==> src/hw/rtl/fmp_ram.sv <==
`default_nettype none
module fmp_ram #(
    parameter int WIDTH = 8,
    parameter int DEPTH = 2
) (
    input  wire logic                     clk,
    input  wire logic                     we,
    input  wire logic [$clog2(DEPTH)-1:0] waddr,
    input  wire logic [WIDTH-1:0]         wdata,
    input  wire logic [$clog2(DEPTH)-1:0] raddr,
    output logic      [WIDTH-1:0]         rdata
);

    logic [WIDTH-1:0] mem_reg [DEPTH];

    always_ff @(posedge clk)
    begin
        if (we)
        begin
            mem_reg[waddr] <= wdata;
        end
        rdata <= mem_reg[raddr];
    end

endmodule
`default_nettype wire

==> config.mk <==
export PLATFORM = sky130hd
export DESIGN_NAME = fmp_ram
export DESIGN_NICKNAME = d
export VERILOG_FILES = /design/src/hw/rtl/fmp_ram.sv
export SDC_FILE = /design/constraint.sdc
export NUM_CORES = 1
export LEC_CHECK = 0
export BUFFER_PORTS_ARGS = -buffer_cell sky130_fd_sc_hd__buf_2
export CORE_UTILIZATION = 45
export CTS_CLUSTER_DIAMETER = 120
export DETAILED_ROUTE_END_ITERATION = 12
export GPL_TIMING_DRIVEN = 0
export PLACE_DENSITY = 0.72
export SYNTH_ARGS = -nofsm -noshare
export SYNTH_HDL_FRONTEND = slang
export SYNTH_SLANG_ARGS = --single-unit
export TNS_END_PERCENT = 100
==> constraint.sdc <==
create_clock -name clk -period 1.1 [get_ports clk]
set_clock_uncertainty 0.05 [all_clocks]
set_input_delay 0 -clock clk [delete_from_list [all_inputs] [get_ports clk]]
set_output_delay 0 -clock clk [all_outputs]
set_load 0.05 [all_outputs]
==> results.md <==
* Endpoint type of the worst setup path: primary output
* Crit Path Class: register to primary output
* Outcome: finished, violations left
* Clock root buffer: clkbuf_4
* Max-Cap Viols at 0
* Final wirelength at 1.01 mm
* Most frequent cells in the layout: 18 x buf_2, 16 x edfxtp_1, 9 x dlygate4sd3_1
* Fin crit share at 86.7%
* Area share of the largest cell type after synthesis at 61.2%
* First-pass GRT wire length at 1.54 mm
* Starting Density at 50.3%
* Most common cell after layout, fill and taps aside: buf_2
* WHS at 0.0712 ns
* Post-CTS Setup Bufs at 0
* Nets at 79
* Synth warn at 0
* Synth Area per Inst at 22.4 um^2
* WL per Instance at 12.3 um
* Worst skew pair latency at 0.30 ns
* Buffers on Ports at 18
* Layout cell share with drive strength beyond 1 at 45.5%
* All-layer global routing usage at 11.8%
* Buffers and inverters on the worst path at 1
* CP max stage delay at 0.34 ns
* Family with the most delay on the worst path: flip-flops
* Post-Synthesis Cell Area at 785 um^2
* Synth Instances at 35
* 1st-iter DRT viols at 4
* Clock transition at path regs at 0.12 ns
* Setup violators final at 0
* Fillers at 108
* Post-route insts no fill at 82
* Diodes inserted at 0
* Period minus WS final at 0.954 ns
* Die height at 43.8 um
* Distinct cells, synth at 6
* Arrival @ worst endpoint at 0.90 ns
* Worst setup SP type: register
* Ranking of synthesized cells by area: edfxtp_1 61%, dfxtp_1 20%, mux2_4 15%
* F_max at 1050 MHz
* Pre-CTS setup slack at -0.0144 ns
* Core box area at 0.00156 mm^2
* GRT Residual Overflow at 0
* Hold Vio Cnt, Final at 0
* Die area at 0.00191 mm^2
* Worst slew pin tran at 0.677 ns
* Final GP Congestion at 0.652
* Final setup TNS at 0 ns
* Maximum VDD drop at 1.07 mV
* Pwr per Cell Area at 1630 mW/mm^2
* Largest net degree at the start of global routing at 14
* Sequential area share after synthesis at 81.7%
* Residual DRC at 1
* CTS Buf Count at 3
* Worst path slowest cell: dfxtp_1
* Max FFs per register at 16
* Vias in the first global route at 391
* Final antenna-violating net count at 0
* Total power at 1.65 mW
* Synthesized flop and latch total at 24
* P&R area growth vs syn at 28.9%
* Initial antenna violation count at 0
* Row Count at 14
* Cell total after placement at 69
* Slack of the critical path at 0.146 ns
* Longest Clk Path Bufs at 2
* Critical path, cell by cell: buf_2
* Worst path required time at 1.05 ns
* Drt first pass iters at 8
* Vias at 394
* Syn_nets at 47
* Sink Count at 24
* Placement Cell Area at 895 um^2
* CTS tree: yes
* Final Max Tran Viols at 0
* Htree depth at 1
* IO Count at 20
* Post-layout util at 64.8%
* Final instance area at 0.00101 mm^2
* Crit-path max FO at 1
* Die Wd at 43.8 um
* Cell taking the most area after synthesis: edfxtp_1
* Drt via density at 4.80
* Slew HR at 54.8%
* Violated checks: DRC
* Unrepaired setup endpoints after global routing: false
* Pleak at 0.418 nW
* HP Class: primary input to register
-- cell type report --
type,count,area [um^2],share of cell area [%]
flip-flops and latches,24,641,63.4
repair buffers,27,180,17.8
multi-input cells,10,133,13.1
clock buffers,3,22.5,2.23
well taps,16,20.0,1.98
plain buffers,1,11.3,1.11
clock inverters,1,3.75,0.371
-- per-layer routing --
| metal | vias up | global-route usage [%] | part of all wire [%] |
|---|---|---|---|
| li1 | 192 | - | - |
| met1 | 190 | 12.5 | 38 |
| met2 | 12 | 22.7 | 57 |
| met3 | 0 | 2.50 | 4.2 |
| met4 | 0 | 3.75 | 0 |
| met5 | - | 0 | 0 |
-- timing repair --
item	CTS	global route
gates resized for setup	0	0
hold endpoints to repair	24	0
endpoints found under the setup margin	0	0
hold buffers	9	0
-- report_power, final --
group	switching [mW]	internal [mW]
clock network	0.232	0.132
logic	0.142	0.0955
registers	0.0157	1.03
-- final timing paths --
| kind | startpoint | end | slack (ns) | cells after the start |
|---|---|---|---|---|
| setup / recovery | rdata[5]$_DFF_P_ | rdata[5] | 0.15 | 1 |
| hold / removal | waddr | mem_reg[0][7]$_DFFE_PP_ | 0.07 | 2 |
| setup reg to reg | mem_reg[0][7]$_DFFE_PP_ | rdata[7]$_DFF_P_ | 0.29 | 1 |
| hold reg to reg | mem_reg[0][6]$_DFFE_PP_ | rdata[6]$_DFF_P_ | 0.43 | 1 |
-- cells in the mapped netlist (all sizes together) --
master / number
buf: 1
mux2: 8
and2: 1
dfxtp: 8
nor2b: 1
edfxtp: 16
-- logic make-up (layout without fill, tap and decap cells) --
logic type / Yosys count / count (layout) / share of synthesized area [%]
mux: 8 / 8 / 15.3
buf+inv: 1 / 32 / 1.44
flops: 24 / 24 / 81.7
simple gates: 2 / 2 / 1.60
(Power assumes the default switching activity.)
